--- src/hdl/sfd_pkg.sv ---
package sfd_pkg;

  localparam int SIZE_LIMIT_DEF = 512;
  localparam int INDEX_W        = 9;

  localparam logic [7:0] START_BYTE = 8'hff;
  localparam logic [7:0] END_BYTE   = 8'h7f;
  localparam int         TAIL_BYTES = 2;

  localparam logic [7:0] ID_LIMIT_RESET = 8'd3;

  typedef enum logic [1:0] {
    PH_HUNT    = 2'd0,
    PH_PAYLOAD = 2'd1,
    PH_CHECK   = 2'd2,
    PH_END     = 2'd3
  } phase_t;

  typedef enum logic [1:0] {
    KIND_PAYLOAD = 2'd0,
    KIND_GOOD    = 2'd1,
    KIND_SUM_BAD = 2'd2,
    KIND_END_BAD = 2'd3
  } kind_t;

  typedef struct packed {
    kind_t                kind;
    logic [7:0]           frame_id;
    logic [7:0]           payload_byte;
    logic [INDEX_W-1:0]   payload_index;
    logic                 frame_last;
  } result_t;

endpackage

--- src/hdl/serial_frame_deframer_unit.sv ---
// Serial frame deframer. Takes one received byte per item on the s_ side and
// hunts for a 4-byte header: start byte 0xff, a message id below the
// configured limit (cfg_wr_data, reset 3), and a little-endian 16-bit size
// with 2 <= size < SIZE_LIMIT, counting payload plus a 2-byte tail
// (mod-256 checksum of the payload, then end byte 0x7f). Hunting slides one
// byte at a time, so a header may start at any offset. Payload bytes leave on
// the m_ side with the frame id and their index; the frame closes with one
// status item (good, checksum mismatch, or bad end byte; a bad end byte wins
// when both faults are present), after which hunting restarts with an empty
// window. Hunted bytes, header bytes and the checksum byte give no output
// item. Throughput is one byte per clock while s_tready is high: all
// per-byte work is one pass of logic from the accepted byte into the output
// register (or into the skid slot while the output is held). A two-entry
// output stage (register plus skid slot) lets input continue while a result
// waits; s_tready drops only once both entries are held. Indices and lengths
// are reported modulo 512.
module serial_frame_deframer_unit #(
  parameter int SIZE_LIMIT = sfd_pkg::SIZE_LIMIT_DEF
) (
  input  logic       clk,
  input  logic       rst,
  input  logic       cfg_wr_en,
  input  logic [7:0] cfg_wr_data,   // message_id_limit
  input  logic       s_tvalid,
  output logic       s_tready,
  input  logic [7:0] s_tdata,       // [7:0] rx_byte
  output logic       m_tvalid,
  input  logic       m_tready,
  output logic [31:0] m_tdata,      // [7:0] frame_id, [15:8] payload_byte,
                                    // [24:16] payload_index, [31:25] zero
  output logic [1:0] m_tuser,       // [1:0] kind
  output logic       m_tlast        // frame_last
);
  import sfd_pkg::*;

  localparam int LEN_W = $clog2(SIZE_LIMIT);

  // configuration
  logic [7:0] id_limit;

  // frame state
  logic [7:0]       win [3];
  logic [7:0]       win_next [3];
  logic [1:0]       fill, fill_next;
  phase_t           phase, phase_next;
  logic [7:0]       cur_id, cur_id_next;
  logic [LEN_W-1:0] pay_len, pay_len_next;
  logic [LEN_W-1:0] byte_pos, byte_pos_next;
  logic [7:0]       run_sum, run_sum_next;
  logic             sum_ok, sum_ok_next;

  logic             acc;
  logic [15:0]      size;
  logic             hdr_ok;
  logic [LEN_W-1:0] byte_pos_inc;

  logic    res_valid;
  logic    res_ready;
  result_t res;
  result_t out_item;

  assign acc          = s_tvalid && s_tready;
  assign s_tready     = res_ready;
  assign size         = {s_tdata, win[2]};
  assign byte_pos_inc = byte_pos + 1'b1;
  // a size of 0 or 1 would underflow the payload length, so it is rejected
  assign hdr_ok = (fill == 2'd3) && (win[0] == START_BYTE) && (win[1] < id_limit)
               && (size >= 16'(TAIL_BYTES)) && (size < 16'(SIZE_LIMIT));

  // next state
  always_comb begin
    win_next      = win;
    fill_next     = fill;
    phase_next    = phase;
    cur_id_next   = cur_id;
    pay_len_next  = pay_len;
    byte_pos_next = byte_pos;
    run_sum_next  = run_sum;
    sum_ok_next   = sum_ok;
    if (acc) begin
      unique case (phase)
        PH_HUNT: begin
          if (fill != 2'd3) begin
            win_next[fill] = s_tdata;
            fill_next      = fill + 2'd1;
          end else if (hdr_ok) begin
            cur_id_next   = win[1];
            pay_len_next  = LEN_W'(size - 16'(TAIL_BYTES));
            byte_pos_next = '0;
            run_sum_next  = '0;
            sum_ok_next   = 1'b0;
            fill_next     = 2'd0;
            // empty payload goes straight to the checksum byte
            phase_next    = (size == 16'(TAIL_BYTES)) ? PH_CHECK : PH_PAYLOAD;
          end else begin
            win_next[0] = win[1];
            win_next[1] = win[2];
            win_next[2] = s_tdata;
          end
        end
        PH_PAYLOAD: begin
          run_sum_next  = run_sum + s_tdata;
          byte_pos_next = byte_pos_inc;
          if (byte_pos_inc >= pay_len) begin
            phase_next = PH_CHECK;
          end
        end
        PH_CHECK: begin
          sum_ok_next = (s_tdata == run_sum);
          phase_next  = PH_END;
        end
        PH_END: begin
          phase_next = PH_HUNT;
          fill_next  = 2'd0;
        end
      endcase
    end
  end

  // result for the byte being accepted
  always_comb begin
    res_valid         = 1'b0;
    res.kind          = KIND_PAYLOAD;
    res.frame_id      = cur_id;
    res.payload_byte  = 8'd0;
    res.payload_index = INDEX_W'(pay_len);
    res.frame_last    = 1'b0;
    unique case (phase)
      PH_PAYLOAD: begin
        res_valid         = acc;
        res.payload_byte  = s_tdata;
        res.payload_index = INDEX_W'(byte_pos);
      end
      PH_END: begin
        res_valid      = acc;
        res.frame_last = 1'b1;
        priority if (s_tdata != END_BYTE) begin
          res.kind = KIND_END_BAD;
        end else if (!sum_ok) begin
          res.kind = KIND_SUM_BAD;
        end else begin
          res.kind = KIND_GOOD;
        end
      end
      PH_HUNT, PH_CHECK: begin
        res_valid = 1'b0;
      end
    endcase
  end

  always_ff @(posedge clk) begin
    if (rst) begin
      id_limit <= ID_LIMIT_RESET;
      phase    <= PH_HUNT;
      fill     <= 2'd0;
      win[0]   <= '0;
      win[1]   <= '0;
      win[2]   <= '0;
      cur_id   <= '0;
      pay_len  <= '0;
      byte_pos <= '0;
      run_sum  <= '0;
      sum_ok   <= 1'b0;
    end else begin
      if (cfg_wr_en) begin
        id_limit <= cfg_wr_data;
      end
      phase    <= phase_next;
      fill     <= fill_next;
      win      <= win_next;
      cur_id   <= cur_id_next;
      pay_len  <= pay_len_next;
      byte_pos <= byte_pos_next;
      run_sum  <= run_sum_next;
      sum_ok   <= sum_ok_next;
    end
  end

  sfd_out_skid u_out (
    .clk       (clk),
    .rst       (rst),
    .in_valid  (res_valid),
    .in_ready  (res_ready),
    .in_item   (res),
    .out_valid (m_tvalid),
    .out_ready (m_tready),
    .out_item  (out_item)
  );

  assign m_tdata = {7'd0, out_item.payload_index, out_item.payload_byte, out_item.frame_id};
  assign m_tuser = out_item.kind;
  assign m_tlast = out_item.frame_last;

  // input stalls only when both output entries are occupied
  a_stall_full: assert property (@(posedge clk) disable iff (rst)
    !s_tready |-> m_tvalid)
    else $error("input stalled with empty output register");

  // payload index always stays below the frame's payload length
  a_pos_range: assert property (@(posedge clk) disable iff (rst)
    phase == PH_PAYLOAD |-> byte_pos < pay_len)
    else $error("payload position out of range");

  // hunted, header and checksum bytes never produce an item
  a_no_hunt_out: assert property (@(posedge clk) disable iff (rst)
    (phase == PH_HUNT || phase == PH_CHECK) |-> !res_valid)
    else $error("result produced outside payload or end phase");

  // a frame-ending status is followed by a fresh hunt with an empty window
  a_end_restart: assert property (@(posedge clk) disable iff (rst)
    acc && phase == PH_END |=> phase == PH_HUNT && fill == 2'd0)
    else $error("no restart after frame end");

endmodule

--- src/hdl/sfd_out_skid.sv ---
// Two-entry output stage: output register plus one skid slot.
module sfd_out_skid (
  input  logic             clk,
  input  logic             rst,
  input  logic             in_valid,
  output logic             in_ready,
  input  sfd_pkg::result_t in_item,
  output logic             out_valid,
  input  logic             out_ready,
  output sfd_pkg::result_t out_item
);
  import sfd_pkg::*;

  logic    skid_valid;
  result_t skid_item;

  // Space is guaranteed while the skid slot is empty.
  assign in_ready = !skid_valid;

  always_ff @(posedge clk) begin
    if (rst) begin
      out_valid  <= 1'b0;
      skid_valid <= 1'b0;
    end else if (!out_valid || out_ready) begin
      if (skid_valid) begin
        out_valid  <= 1'b1;
        out_item   <= skid_item;
        skid_valid <= 1'b0;
      end else begin
        out_valid <= in_valid;
        out_item  <= in_item;
      end
    end else if (in_valid) begin
      skid_valid <= 1'b1;
      skid_item  <= in_item;
    end
  end

endmodule
--- config.mk ---
export PLATFORM = sky130hd
export DESIGN_NAME = serial_frame_deframer_unit
export DESIGN_NICKNAME = d
export VERILOG_FILES = /design/src/hdl/sfd_pkg.sv /design/src/hdl/serial_frame_deframer_unit.sv /design/src/hdl/sfd_out_skid.sv
export SDC_FILE = /design/constraint.sdc
export NUM_CORES = 1
export LEC_CHECK = 0
export ABC_AREA = 0
export BUFFER_PORTS_ARGS = -buffer_cell sky130_fd_sc_hd__buf_2
export CAP_MARGIN = 20
export CELL_PAD_IN_SITES_DETAIL_PLACEMENT = 0
export CELL_PAD_IN_SITES_GLOBAL_PLACEMENT = 1
export CORE_AREA = 2 2 121 123
export DETAILED_ROUTE_END_ITERATION = 12
export DIE_AREA = 0 0 123 125
export PLACE_DENSITY_LB_ADDON = 0.1
export SYNTH_ARGS = -nofsm -noshare
export SYNTH_HDL_FRONTEND = slang
export SYNTH_SLANG_ARGS = --single-unit
export TNS_END_PERCENT = 30
--- constraint.sdc ---
create_clock -name clk -period 4.8 [get_ports clk]
set_input_delay 0.72 -clock clk [delete_from_list [all_inputs] [get_ports clk]]
set_output_delay 0.72 -clock clk [all_outputs]
set_load 0.02 [all_outputs]
After elaboration in Yosys (flattened, before gate mapping)
Cells that the tools add are included.

Word-level logic and storage cells: 105. Memories kept: 0. Memory bits (read-only): 0. Bits in latches: 0. Register bits: 129. Memory bits (writable): 0. Output and inout bits: 37.

Mux-type cells: 30. Divide/modulo/power cells: 0. Bitwise operators: 4. Shifts and indexed selects: 0. $mul: 0. Eq/ne operators: 14. Magnitude comparators: 6. $add $sub $neg: 4. Reductions and logical operators: 24.

Operators by type and width (number): 24-bit 2-to-1 mux (2); 28-bit 2-to-1 mux (1); 24-bit bitwise mux (1); 8-bit 2-to-1 mux (3); 2-bit 2-to-1 mux (9); 9-bit 2-to-1 mux (2); 9-bit one-hot mux with 2 select lines (1); 17-bit 2-to-1 mux (1); 8-bit demux with 2-bit select (1); 16-bit by 2-bit == test with 1-bit output, second input constant (1); 16-bit by 2-bit greater-or-equal comparator with 1-bit output, second input constant (1); 16-bit by 10-bit less-than comparator with 1-bit output, second input constant (1); 8-bit one-hot mux with 2 select lines (1); 4-bit AND reduction (4); 9-bit by 1-bit adder with 9-bit output, second input constant (1); 9-bit greater-or-equal comparator (1); 3-bit AND reduction (3); 9-bit by 2-bit subtractor with 9-bit output, second input constant (1); 8-bit adder (1); 8-bit == test (1); 8-bit == test, second input constant (1); 8-bit less-than comparator (1); 2-bit inequality test, second input constant (4); 8-bit by 7-bit inequality test with 1-bit output, second input constant (1); other kinds (20) (38).

Logic depth before layout (Yosys ltp)
Depth in word-level cells: 8. Mapped depth: 10. Depth with buffers taken out: 10.

Cells and area by module
A second synthesis with hierarchy kept.

Cells, all modules: 605. Area, all modules: 6491.2 um^2.

By module, submodules not included: serial_frame_deframer_unit (sequential area each 1421.4 um^2, cells an instance 509, area an instance 4275.4 um^2, instances 1); sfd_out_skid (sequential area each 1721.7 um^2, cells an instance 96, area an instance 2215.9 um^2, instances 1).

Worst setup path before layout
Ideal clock, no wire load.

Kind: input to register. Start point: input port s_tvalid. End point: register u_out.skid_item[0] (netlist bit), enable pin. Arrival: 3.308 ns. Setup time: 0.448 ns. Data required time: 4.352 ns. Path slack: 1.044 ns. Stages on the path: 5. Cells stage by stage: nor2b_1 -> clkbuf_1 -> clkbuf_1 -> nand2_1 -> nor3_1.

Word-level cells in the longest chain between the ends: 3.

Ends and longest elaborated chain: from (decl) (RTL line serial_frame_deframer_unit.sv:24) `input logic s_tvalid,`; 1-bit logical AND (RTL line serial_frame_deframer_unit.sv:62) `assign acc = s_tvalid && s_tready;`; 1-bit one-hot mux with 2 select lines (RTL line serial_frame_deframer_unit.sv:128) `unique case (phase)`; 3-bit AND reduction (no source line); to (signal assigned) (RTL line sfd_out_skid.sv:35) `skid_item <= in_item;`; to (decl) (RTL line sfd_out_skid.sv:15) `result_t skid_item;`.

Every way passes these cells. A chain may end at the register's enable or synchronous reset.

Final worst setup path
Start point: register fill[1]. End point: register cur_id[3].

Word-level cells in the longest chain between the ends: 6.

Ends and longest elaborated chain: from (decl) (RTL line serial_frame_deframer_unit.sv:44) `logic [1:0] fill, fill_next;`; from (signal assigned) (RTL line serial_frame_deframer_unit.sv:169) `fill <= fill_next;`; 2-bit == test (RTL line serial_frame_deframer_unit.sv:67) `assign hdr_ok = (fill == 2'd3) && (win[0] == START_BYTE) && (win[1] < id_limit)`; 1-bit logical AND (2 in a row) (RTL line serial_frame_deframer_unit.sv:67); 1-bit logical AND (2 in a row) (RTL line serial_frame_deframer_unit.sv:68) `&& (size >= 16'(TAIL_BYTES)) && (size < 16'(SIZE_LIMIT));`; 4-bit AND reduction (no source line) (*); to (signal assigned) (RTL line serial_frame_deframer_unit.sv:171) `cur_id <= cur_id_next;`; to (decl) (RTL line serial_frame_deframer_unit.sv:46) `logic [7:0] cur_id, cur_id_next;`.

Every way passes the cells marked *; elsewhere a longest branch is shown, timed or not.

==> metrics.md <==
| Metric | Value |
|---|---|
| Run status | `finished clean` |
| Initial antenna violation count | `0` |
| I/O Pins | `58` |
| Post-place setup slack | `1520 ps` |
| Root buf cell | `clkbuf_16` |
| Synth warnings | `0` |
| Detail Placement HPWL | `10.8 mm` |
| Power per cell area | `364 nW/µm²` |
| Depth of the worst register-to-register path | `6` |
| Final slew viol count | `0` |
| Yosys cell types | `63` |
| Max_cap viols | `0` |
| Register area share after synthesis | `between 40 and 50%` |
| # Post-CTS Setup Buffers | `0` |
| Max VDD drop | `0.205 mV` |
| Vias/cell | `5.72` |
| Remaining Overflow, GRT | `0` |
| Commonest non-fill, non-tap cells in the layout | `dfxtp_1, edfxtp_1, buf_2` |
| Dominant synthesized flop cell | `dfxtp_1` |
| Vias in the first global route | `4596` |
| Worst setup EP type | `flip-flop` |
| Die area | `around 15000 µm²` |
| Yosys top cell by area | `edfxtp_1` |
| Area fraction of the dominant cell type after synthesis | `between 20% and 30%` |
| TritonCTS Buffers | `17` |
| DRC | `0` |
| Layout area overhead | `15.3%` |
| Worst path required time | `5080 ps` |
| Hold Vio Cnt, Final | `0` |
| Final Cycle Share | `63.0%` |
| Async S/R FF share, synth | `0%` |
| RSZ-0062 raised after global routing | `no` |
| Final WL | `15.7 mm` |
| Cells after Synth | `a little over 600` |
| Drt wl/cell | `18.5 µm` |
| Final TNS setup | `0 ps` |
| Antenna viol nets, final | `0` |
| Initial DRC count | `between 400 and 500` |
| Normalized max-slew margin | `between 30% and 40%` |
| Clock latency on the worst-skew pair | `420 ps` |
| Leading cell type in the layout, fill and taps excluded | `dfxtp_1` |
| Placement row count | `44` |
| Layout Nets | `706` |
| Sink Count | `roughly 130` |
| Post-synth EDFFs | `56` |
| Core Area | `14200 µm²` |
| CTS-repair resized insts | `0` |
| Clock Skews | `8.44 ps` |
| Clk slew on worst S/H paths | `60 ps` |
| Post-CTS Hold Buffers | `0` |
| Placer Congestion | `0.793` |
| Fmax | `331 MHz` |
| Cell depth of the worst hold path | `0` |
| Reg2reg end | `cur_id[3]` |
| Hold Crit Class | `flip-flop to flip-flop` |
| Worst path arrival time | `3300 ps` |
| CP Launch Point | `fill[1]` |
| Reg2Reg Setup Slack | `1780 ps` |
| Layout cells sized above 1 | `19.7%` |
| Avg Cell Area, Syn | `10.6 µm²` |
| Port Buffers | `50` |
| Chip width | `123 µm` |
| Critical Path Start Type | `flip-flop` |
| Die Ht | `125 µm` |
| Worst Hold End | `u_out.skid_item[20]` |
| First-pass GRT wire length | `25.0 mm` |
| DR vias | `4849` |
| Start of the worst register-to-register path | `fill[1]` |
| Synth Register Bits | `129` |
| Drt first pass iters | `5` |
| Post-synthesis cell area | `6460 µm²` |
| Worst Hold Launch | `cur_id[2]` |
| Slack of the critical path | `1780 ps` |
| Static leakage | `2.94 nW` |
| Largest net degree at the start of global routing | `between 60 and 70` |
| Initial core utilization | `45.5%` |
| GRT Overall Usage | `roughly 21%` |
| TritonCTS clock tree | `yes` |
| Slew of the pin with the lowest slew margin | `990 ps` |
| Antenna fix cells | `0` |
| Setup Viol. Count Final | `0` |
| Crit path time final | `3020 ps` |
| Clock tree buffer depth | `2` |
| H-Tree Depth | `4` |
| Worst-path fanout max | `16` |
| Crit Path Category | `flip-flop to flip-flop` |
| Area contributors post-synth | `edfxtp_1, dfxtp_1, ha_1` |
-- cell usage after synthesis, types with 3 or more instances --
library cell and instances:
nand3_1 24, inv_1 30, xnor2_1 12, a31oi_1 17
mux2_2 28, nand2b_1 3, buf_4 7, buf_1 6
dfxtp_1 73, nor2b_1 10, o21ai_0 14, a211oi_1 22
xor2_1 7, clkbuf_1 31, mux2i_1 24, nand4_1 5
a22oi_1 8, ha_1 33, a21o_1 3, a41o_1 7
a211o_1 3, nand2_1 35, o311a_1 4, and2_1 10
nor4_1 5, a21oi_1 34, nor2_1 35, o21a_1 3
nor3_1 8, edfxtp_1 56, o2111ai_1 13, o211ai_1 3
-- worst max path at each step --
stage / to / slack (ps) / cells after the start
floorplan: u_out.skid_item[0] / 1040 / 5
global placement: byte_pos[2] / 1540 / 7
detailed placement: byte_pos[2] / 1520 / 7
CTS: byte_pos[2] / 1570 / 6
global route: cur_id[5] / 1520 / 6
finish: cur_id[3] / 1780 / 6
-- where the power goes --
group | total [mW] | switching [mW] | internal [mW]
combinational | 0.205 | 0.137 | 0.0676
sequential | 1.19 | 0.0227 | 1.17
clock | 1.32 | 0.487 | 0.830
total | 2.71 | 0.647 | 2.07
-- critical path: stages (launching register included) --
cell and delay (ps):
dfxtp_1 530, ha_1 270, nor4b_1 620, nand3_2 250, a211oi_4 870, mux2i_1 280, nor2_1 50
-- final cells by class --
type                            instances  area, µm²
Fill cell                            1288       6750
Tap cell                              184        230
Inverter                               31        116
Clock inverter                         13        163
Clock buffer                           19        443
Timing Repair Buffer                   61        344
Multi-Input combinational cell        411       3010
Sequential cell                       129       3140
-- through the flow --
stage	cell area (µm²)	utilization [%]	cells	hold slack [ps]	power, mW
floorplan	6480	-	618	426	1.35
global placement	6820	48.0	814	449	1.41
detailed placement	6830	48.1	815	444	1.42
CTS	7440	52.4	847	464	2.74
global route	7450	52.5	848	482	2.81
finish	7450	52.5	848	456	2.71
-- layer usage --
metal,GRT usage [%],wire length (µm),vias to the layer above
met1,31.0,7540,2331
met2,32.2,7160,141
met4,6.42,214,0
met3,4.52,786,13
li1,-,-,2364
met5,0,0,-
-- cells by family after synthesis --
family,Yosys count,synth area share [%]
AOI/OAI and AO/OA,150,16.5
and+or+nand+nor,149,11.7
muxes,52,8.60
other,1,0.0580
DFF,129,48.6
xor gates and xnor gates,19,2.58
buffers and inverters,78,5.19
adders and majority gates,34,6.70
-- registers in the layout (all words and copies together), names as in the netlist --
signal            flops
size                  8
pay_len               9
phase                 2
u_out.out_item       28
run_sum               8
cur_id                8
byte_pos              9
win                  16
u_out.out_valid       1
u_out.skid_item      28
sum_ok                1
fill                  2
u_out.skid_valid      1
id_limit              8
Power figures use the tool's default switching activity.
